## config.mk

```make
export PLATFORM = sky130hd
export DESIGN_NAME = button_debounce_hold_detector_unit
export DESIGN_NICKNAME = d
export VERILOG_FILES = /design/src/rtl/core/bdhd_pkg.sv /design/src/rtl/core/button_debounce_hold_detector_unit.sv /design/src/rtl/core/bdhd_lane.sv
export SDC_FILE = /design/constraint.sdc
export NUM_CORES = 1
export LEC_CHECK = 0
export ABC_AREA = 1
export BUFFER_PORTS_ARGS = -buffer_cell sky130_fd_sc_hd__buf_2
export CORE_MARGIN = 2
export CORE_UTILIZATION = 65
export CTS_BUF_LIST = sky130_fd_sc_hd__clkbuf_4
export DETAILED_ROUTE_END_ITERATION = 10
export PLACE_DENSITY = 0.92
export SETUP_SLACK_MARGIN = 0.02
export SLEW_MARGIN = 10
export SYNTH_ARGS = -nofsm -noshare
export SYNTH_HDL_FRONTEND = slang
export SYNTH_SLANG_ARGS = --single-unit
```

## constraint.sdc

```tcl
create_clock -name clk -period 3.4 [get_ports clk]
set_clock_uncertainty 0.1 [all_clocks]
set_input_delay 0 -clock clk [delete_from_list [all_inputs] [get_ports clk]]
set_output_delay 0 -clock clk [all_outputs]
set_load 0.01 [all_outputs]
```

## src/rtl/core/bdhd_pkg.sv

```systemverilog
package bdhd_pkg;

    // Number of button lanes; the mask fields are this wide
    localparam int NUM_BUTTONS = 5;

    localparam int CNT_W  = 4;
    localparam int HOLD_W = 16;
    localparam int QRY_W  = 3;
    localparam int IDX_W  = 1;
    localparam int CFG_W  = 16;

    // Hold timer saturation value
    localparam logic [HOLD_W-1:0] HOLD_SAT = 16'hFFFF;

    // Reset values of the configuration registers
    localparam logic [CNT_W-1:0]  DEBOUNCE_LIMIT_RST = 4'd5;
    localparam logic [HOLD_W-1:0] HOLD_LIMIT_RST     = 16'd1000;

    // Operation codes
    localparam logic OP_TICK  = 1'b0;
    localparam logic OP_FRAME = 1'b1;

    // Configuration register indexes
    localparam logic [IDX_W-1:0] CFG_DEBOUNCE_LIMIT = 1'd0;
    localparam logic [IDX_W-1:0] CFG_HOLD_LIMIT     = 1'd1;

    typedef struct packed {
        logic                   operation;
        logic [NUM_BUTTONS-1:0] raw_buttons;
        logic [QRY_W-1:0]       query_button;
    } in_item_t;

    typedef struct packed {
        logic [NUM_BUTTONS-1:0] down_mask;
        logic [NUM_BUTTONS-1:0] frame_pressed;
        logic [NUM_BUTTONS-1:0] frame_held;
        logic                   new_press;
        logic [HOLD_W-1:0]      held_time;
    } out_item_t;

    // Shared control fed to every button lane
    typedef struct packed {
        logic              upd;        // commit a tick this cycle
        logic [CNT_W-1:0]  lim;        // effective debounce limit, never zero
        logic [HOLD_W-1:0] hold_limit;
    } lane_ctrl_t;

    // Per-lane status, values after the item being committed
    typedef struct packed {
        logic              stable;
        logic              rise;
        logic              hold_fire;
        logic [HOLD_W-1:0] hold_ticks;
    } lane_status_t;

endpackage

```

## src/rtl/core/button_debounce_hold_detector_unit.sv

```systemverilog
// Button debouncer with press and long-press detection for five active-high
// buttons. Each input item is either a tick (raw button levels) or a frame
// snapshot, and produces exactly one result item. One item is taken per
// clock while the result side does not stall. An item is registered in the
// input register when accepted, and its result in the result register once
// that register is free or being taken; while a result waits to be taken,
// one more item can sit in the input register. The user writes the debounce
// and hold limits through cfg_wr_en / cfg_index / cfg_wdata (index 0 =
// debounce_limit, index 1 = hold_limit) only while no item is in flight;
// the block does not enforce this. A debounce limit of 0 acts as 1.
module button_debounce_hold_detector_unit (
    input  logic                             clk,
    input  logic                             rst_n,

    input  logic                             cfg_wr_en,
    input  logic [bdhd_pkg::IDX_W-1:0]       cfg_index,
    input  logic [bdhd_pkg::CFG_W-1:0]       cfg_wdata,

    input  logic                             in_valid,
    output logic                             in_ready,
    input  bdhd_pkg::in_item_t               in_data,

    output logic                             out_valid,
    input  logic                             out_ready,
    output bdhd_pkg::out_item_t              out_data
);

    localparam int NB = bdhd_pkg::NUM_BUTTONS;

    logic [bdhd_pkg::CNT_W-1:0]  debounce_limit_reg;
    logic [bdhd_pkg::HOLD_W-1:0] hold_limit_reg;

    logic                        s1_valid_reg;
    bdhd_pkg::in_item_t          s1_reg;
    logic                        out_valid_reg;
    bdhd_pkg::out_item_t         out_reg, out_next;

    logic [NB-1:0]               pending_press_reg, pending_press_next;
    logic [NB-1:0]               pending_hold_reg, pending_hold_next;
    logic [NB-1:0]               snap_press_reg, snap_press_next;
    logic [NB-1:0]               snap_hold_reg, snap_hold_next;

    logic                        adv;
    bdhd_pkg::lane_ctrl_t        ctrl;
    bdhd_pkg::lane_status_t      stat [NB];
    logic [NB-1:0]               stable_m, rise_m, fire_m;

    // Configuration registers
    always_ff @(posedge clk or negedge rst_n)
    begin
        if (!rst_n)
        begin
            debounce_limit_reg <= bdhd_pkg::DEBOUNCE_LIMIT_RST;
            hold_limit_reg     <= bdhd_pkg::HOLD_LIMIT_RST;
        end
        else if (cfg_wr_en)
        begin
            unique case (cfg_index)
                bdhd_pkg::CFG_DEBOUNCE_LIMIT:
                    debounce_limit_reg <= cfg_wdata[bdhd_pkg::CNT_W-1:0];
                bdhd_pkg::CFG_HOLD_LIMIT:
                    hold_limit_reg <= cfg_wdata[bdhd_pkg::HOLD_W-1:0];
                default: ;
            endcase
        end
    end

    // Pipeline flow: stage 1 moves to the result register when it is free
    assign adv      = s1_valid_reg && (!out_valid_reg || out_ready);
    assign in_ready = !s1_valid_reg || adv;

    always_ff @(posedge clk or negedge rst_n)
    begin
        if (!rst_n)
        begin
            s1_valid_reg  <= 1'b0;
            out_valid_reg <= 1'b0;
        end
        else
        begin
            if (in_ready)
                s1_valid_reg <= in_valid;
            if (adv)
                out_valid_reg <= 1'b1;
            else if (out_ready)
                out_valid_reg <= 1'b0;
        end
    end

    always_ff @(posedge clk)
    begin
        if (in_valid && in_ready)
            s1_reg <= in_data;
        if (adv)
            out_reg <= out_next;
    end

    // Lane control
    assign ctrl.upd        = adv && (s1_reg.operation == bdhd_pkg::OP_TICK);
    assign ctrl.lim        = (debounce_limit_reg == '0) ? 4'd1 : debounce_limit_reg;
    assign ctrl.hold_limit = hold_limit_reg;

    // Per-button integrator and hold timer
    for (genvar i = 0; i < NB; i++)
    begin : g_lane
        bdhd_lane u_lane (
            .clk    (clk),
            .rst_n  (rst_n),
            .ctrl   (ctrl),
            .raw    (s1_reg.raw_buttons[i]),
            .status (stat[i])
        );
        assign stable_m[i] = stat[i].stable;
        assign rise_m[i]   = stat[i].rise;
        assign fire_m[i]   = stat[i].hold_fire;
    end

    // Event accumulators and frame snapshot
    always_comb
    begin
        pending_press_next = pending_press_reg | rise_m;
        pending_hold_next  = pending_hold_reg | fire_m;
        snap_press_next    = snap_press_reg;
        snap_hold_next     = snap_hold_reg;
        if (s1_reg.operation == bdhd_pkg::OP_FRAME)
        begin
            snap_press_next    = pending_press_reg;
            snap_hold_next     = pending_hold_reg;
            pending_press_next = '0;
            pending_hold_next  = '0;
        end
    end

    always_ff @(posedge clk or negedge rst_n)
    begin
        if (!rst_n)
        begin
            pending_press_reg <= '0;
            pending_hold_reg  <= '0;
            snap_press_reg    <= '0;
            snap_hold_reg     <= '0;
        end
        else if (adv)
        begin
            pending_press_reg <= pending_press_next;
            pending_hold_reg  <= pending_hold_next;
            snap_press_reg    <= snap_press_next;
            snap_hold_reg     <= snap_hold_next;
        end
    end

    // Result assembly
    always_comb
    begin
        out_next               = '0;
        out_next.down_mask     = stable_m;
        out_next.frame_pressed = snap_press_next;
        out_next.frame_held    = snap_hold_next;
        out_next.new_press     = |rise_m;
        if (s1_reg.query_button < bdhd_pkg::QRY_W'(NB))
            out_next.held_time = stat[s1_reg.query_button].hold_ticks;
    end

    assign out_valid = out_valid_reg;
    assign out_data  = out_reg;

    // A new press always shows a button down in the same result
    a_press_down: assert property (@(posedge clk) disable iff (!rst_n)
        (out_valid && out_data.new_press) |-> (out_data.down_mask != '0))
        else $error("new_press without any button down");

    // A frame snapshot empties both accumulators
    a_frame_clears: assert property (@(posedge clk) disable iff (!rst_n)
        (adv && s1_reg.operation == bdhd_pkg::OP_FRAME)
        |=> (pending_press_reg == '0 && pending_hold_reg == '0))
        else $error("accumulators not cleared by frame snapshot");

    // Snapshot items report no press (they cause no lane update)
    a_frame_no_press: assert property (@(posedge clk) disable iff (!rst_n)
        (adv && s1_reg.operation == bdhd_pkg::OP_FRAME) |=> !out_reg.new_press)
        else $error("new_press set on a frame snapshot");

endmodule

```

## src/rtl/core/bdhd_lane.sv

```systemverilog
module bdhd_lane (
    input  logic                    clk,
    input  logic                    rst_n,
    input  bdhd_pkg::lane_ctrl_t    ctrl,
    input  logic                    raw,
    output bdhd_pkg::lane_status_t  status
);

    logic [bdhd_pkg::CNT_W-1:0]  cnt_reg, cnt_next;
    logic                        stable_reg, stable_next;
    logic [bdhd_pkg::HOLD_W-1:0] hold_reg, hold_next, hold_inc;
    logic                        fired_reg, fired_next;
    logic                        fire;

    // Up/down integrator, saturating at 0 and at the limit
    always_comb
    begin
        cnt_next = cnt_reg;
        if (raw)
        begin
            if (cnt_reg < ctrl.lim)
                cnt_next = cnt_reg + 4'd1;
        end
        else
        begin
            if (cnt_reg != '0)
                cnt_next = cnt_reg - 4'd1;
        end
    end

    // Stable state: down at limit, up at zero, else keep
    always_comb
    begin
        if (cnt_next == ctrl.lim)
            stable_next = 1'b1;
        else if (cnt_next != '0)
            stable_next = stable_reg;
        else
            stable_next = 1'b0;
    end

    // Hold timer and one-shot hold event
    always_comb
    begin
        hold_inc   = (hold_reg < bdhd_pkg::HOLD_SAT) ? hold_reg + 16'd1 : hold_reg;
        fire       = 1'b0;
        hold_next  = '0;
        fired_next = 1'b0;
        if (stable_next)
        begin
            hold_next  = hold_inc;
            fire       = (hold_inc >= ctrl.hold_limit) && !fired_reg;
            fired_next = fired_reg | fire;
        end
    end

    always_ff @(posedge clk or negedge rst_n)
    begin
        if (!rst_n)
        begin
            cnt_reg    <= '0;
            stable_reg <= 1'b0;
            hold_reg   <= '0;
            fired_reg  <= 1'b0;
        end
        else if (ctrl.upd)
        begin
            cnt_reg    <= cnt_next;
            stable_reg <= stable_next;
            hold_reg   <= hold_next;
            fired_reg  <= fired_next;
        end
    end

    // Values as seen after this item
    assign status.stable     = ctrl.upd ? stable_next : stable_reg;
    assign status.rise       = ctrl.upd & stable_next & ~stable_reg;
    assign status.hold_fire  = ctrl.upd & fire;
    assign status.hold_ticks = ctrl.upd ? hold_next : hold_reg;

endmodule

```

==> results.yml <==
synth:
  ys_warn_count: 0
  yosys.cell_types.count: 49
  async_reset_ff_frac: 0.788
  synth_nets: 2023
  yosysSeqAreaShare: 0.370
  syn_area_mm2: 0.0136
  avgSynthCellArea_um2: 7.24
  synth_flop_cell: "dfrtp_1"
  synth_enable_flop_cells: 41
  synthCells: 1882
  synth_seq_cells: 193
timing:
  tightest_slew_ps: 1050
  hold_viol: 0
  period_share: 0.991
  rsz0062_at_grt: "yes"
  setup_violations: 0
  drv_slew: 0
  slew-limit-headroom: 0.299
  period_needed_ps: 3370
  fmax_ghz: 0.297
power:
  p_leak_nw: 8.15
  irDropWorstVdd_uv: 297
  p_per_area_mw_per_mm2: 548
  power_mw: 8.50
cells_and_area:
  n_fill_cell: 1452
  nets: 2146
  largest_reg_flops: 80
  area_growth_pct: 13.8
  fin_util: 0.760
  drive_gt1_frac: 0.127
routing:
  ant_nets: 0
  route.detailed.drc: 0
  drt-total-wl_mm: 41.9
  vias_per_cell: 6.06
  drt_iter0_drc: 1450
  vias: 13900
  wl_per_cell_um: 18.3
  dr.pass1.iters: 7
floorplan:
  start_util: 0.667
  coreArea_mm2: 0.0204
  ios: 65
  dieArea_mm2: 0.0221
  die_w_um: 149
  die_h_um: 149
  num_rows: 52
worst_setup_path:
  rr_startpoint: "g_lane[3].u_lane.hold_reg[1]$_DFF_PN0_"
  cpMaxStageDelayCell: "dfrtp_1"
  crit_path_start: "g_lane[3].u_lane.hold_reg[1]$_DFF_PN0_"
  timing.rr.end: "pending_hold_reg[3]$_DFFE_PN0P_"
  worstPathRequired_ps: 3880
  path_class: "flip-flop to flip-flop"
  slowest_delay_ps: 460
  rrSetupSlack_ps: 30
  cpMostUsedCell: "nand2_1"
  crit_path_cell_trace: "ha_2, nand3_4, nor2_4, buf_6, nand4_1, xor2_1, inv_1, ha_4, inv_2, nand2_2, a21oi_2, o21ai_2, nand2_1, nand2_1, nand2_1, a21oi_1, nor2_1, o211ai_1, nand2_1, nand3_2, buf_4, nand3b_1, nand2_1"
  ff2ff_path_depth: 23
  cp_max_fo: 4
  startpoint_type: "flip-flop"
  cp.arrival_ps: 3850
  cp-end-kind: "flip-flop"
  cp-endpoint: "pending_hold_reg[3]$_DFFE_PN0P_"
run:
  maxCapViolCount: 0
clock_tree:
  h-tree-depth: 4
  path_clk_slew_ps: 180
  cts_buffer_depth: 2
  root_buffer: "clkbuf_4"
  clock_latency_ps: 620
  cts_tree: "yes"
  cts.sinks: 193
  numCtsBuffers: 17
placement:
  hpwl_mm: 28.0
  port_buffers: 64
  gp_congestion: 0.985
outcome:
  status: "finished, final reports clean"
global_routing:
  overflow: 0
  grt_max_degree: 139
  track_usage: 0.365
  grt_pass1_vias: 12800
  grt_pass1_wl_mm: 63.2
  antenna_found_initial: 3
min_path:
  worst_hold_path_type: "input pin to flip-flop"
cells in the final DEF (no fill, tap or decap), drive strengths merged, types with 5 or more instances in the layout:
| cell type | netlist | layout |
|---|---|---|
| o211ai | 5 | 5 |
| a21oi | 65 | 65 |
| a211oi | 7 | 7 |
| ha | 110 | 110 |
| xor2 | 32 | 32 |
| nand4 | 24 | 24 |
| nand2 | 616 | 619 |
| nand3 | 235 | 235 |
| dfrtp | 144 | 144 |
| o21a | 5 | 5 |
| nor3 | 35 | 35 |
| dfstp | 8 | 8 |
| inv | 220 | 227 |
| clkinv | 2 | 9 |
| nor2 | 133 | 133 |
| o21ai | 87 | 87 |
| edfxtp | 41 | 41 |
| a21o | 6 | 6 |
| buf | 23 | 109 |
| nor4 | 7 | 7 |
| xnor2 | 12 | 12 |
| clkbuf | 29 | 17 |
| a31oi | 7 | 7 |
| dlygate4sd3 | 0 | 44 |
what timing repair did:
item                                    in CTS  in global routing
hold endpoints to repair                   194                  0
gates cloned                                 0                  3
resized for setup                            1                 77
hold buffers                                45                  0
setup buffers                                0                 16
endpoints found under the setup margin       2                 24
pin swaps                                    0                 23
worst min path at each step:
stage,start,endpoint,depth (start not counted)
after global routing,in_data[7],s1_reg[7]$_DFFE_PP_,2
after CTS,in_data[7],s1_reg[7]$_DFFE_PP_,2
after global placement,rst_n,g_lane[3].u_lane.cnt_reg[1]$_DFFE_PN0P_,1
final,in_data[7],s1_reg[7]$_DFFE_PP_,2
after detailed placement,rst_n,g_lane[3].u_lane.cnt_reg[1]$_DFFE_PN0P_,1
after floorplan,rst_n,debounce_limit_reg[1]$_DFFE_PN0P_,0
cell type report:
type / count / area [um^2] / area share
antenna: 3 / 7.51 / 0.000484
clock buffer: 17 / 128 / 0.00822
clock inverter: 15 / 161 / 0.0104
inverter: 222 / 837 / 0.0539
multi-input combinational: 1418 / 7830 / 0.504
sequential: 193 / 5050 / 0.325
tap: 270 / 338 / 0.0218
timing repair buffer: 153 / 1170 / 0.0756
per-layer routing:
layer	vias up	share of wire	track usage	wire (um)
li1	6426	-	-	-
met3	215	0.11	0.0572	4500
met2	890	0.46	0.609	19300
met4	0	0.065	0.195	2740
met5	-	0	0	0
met1	6355	0.37	0.460	15400
cells by family after synthesis:
group / synth area share
AO/OA/AOI/OAI: 0.0820
buffers and inverters: 0.0803
XOR/XNOR: 0.0283
AND/OR/NAND/NOR: 0.338
flip-flops: 0.370
adder cells (fa/ha/maj): 0.101
worst max-delay path, delay by kind of cell, from the launching register on:
family          cells  cell delay, ps
simple gates       12            1140
xor+xnor            1             270
fa+ha+maj           2             510
flops               1             460
compound gates      4             480
buf+inv             4             370
power by group:
group	internal (mW)	total, mW	switching, mW
clock	0.341	1.28	0.934
sequential	2.75	3.08	0.334
combinational	1.35	4.14	2.79
cell usage after synthesis, types with 3 or more instances:
master	count	area share
nand2_1	590	0.16
nand3_1	221	0.081
inv_1	217	0.060
dfrtp_1	144	0.26
nor2_1	128	0.035
ha_1	110	0.10
o21ai_0	83	0.030
a21oi_1	65	0.024
edfxtp_1	41	0.090
nor3_1	34	0.012
xor2_1	32	0.021
clkbuf_1	29	0.0080
nand4_1	24	0.011
nand2_2	22	0.010
nand3_2	14	0.010
xnor2_1	12	0.0077
buf_2	10	0.0037
dfstp_2	8	0.015
a211oi_1	7	0.0039
a31oi_1	7	0.0032
nor4_1	7	0.0032
a21o_1	6	0.0033
buf_1	6	0.0017
nor2_2	5	0.0023
o21a_1	5	0.0028
buf_6	4	0.0033
nand2_4	4	0.0033
nand3b_1	4	0.0022
o211ai_1	4	0.0022
o21ai_1	4	0.0015
o21bai_1	4	0.0022
inv_2	3	0.00083
o22ai_1	3	0.0014
or3_1	3	0.0014
per-stage QoR:
step	cells	instance area, um^2	hold slack, ps	TNS [ps]	worst slack (ps)
2_1_floorplan	1882	13600	-396	0	342
3_3_place_gp	2192	14300	-15.4	0	189
3_5_place_dp	2192	14300	-8.42	0	25.8
4_1_cts	2269	15100	6.57	0	21.9
5_1_grt	2290	15500	17.8	-517	-138
6_report	2291	15500	38.7	0	30.1
(Power assumes the default switching activity.)
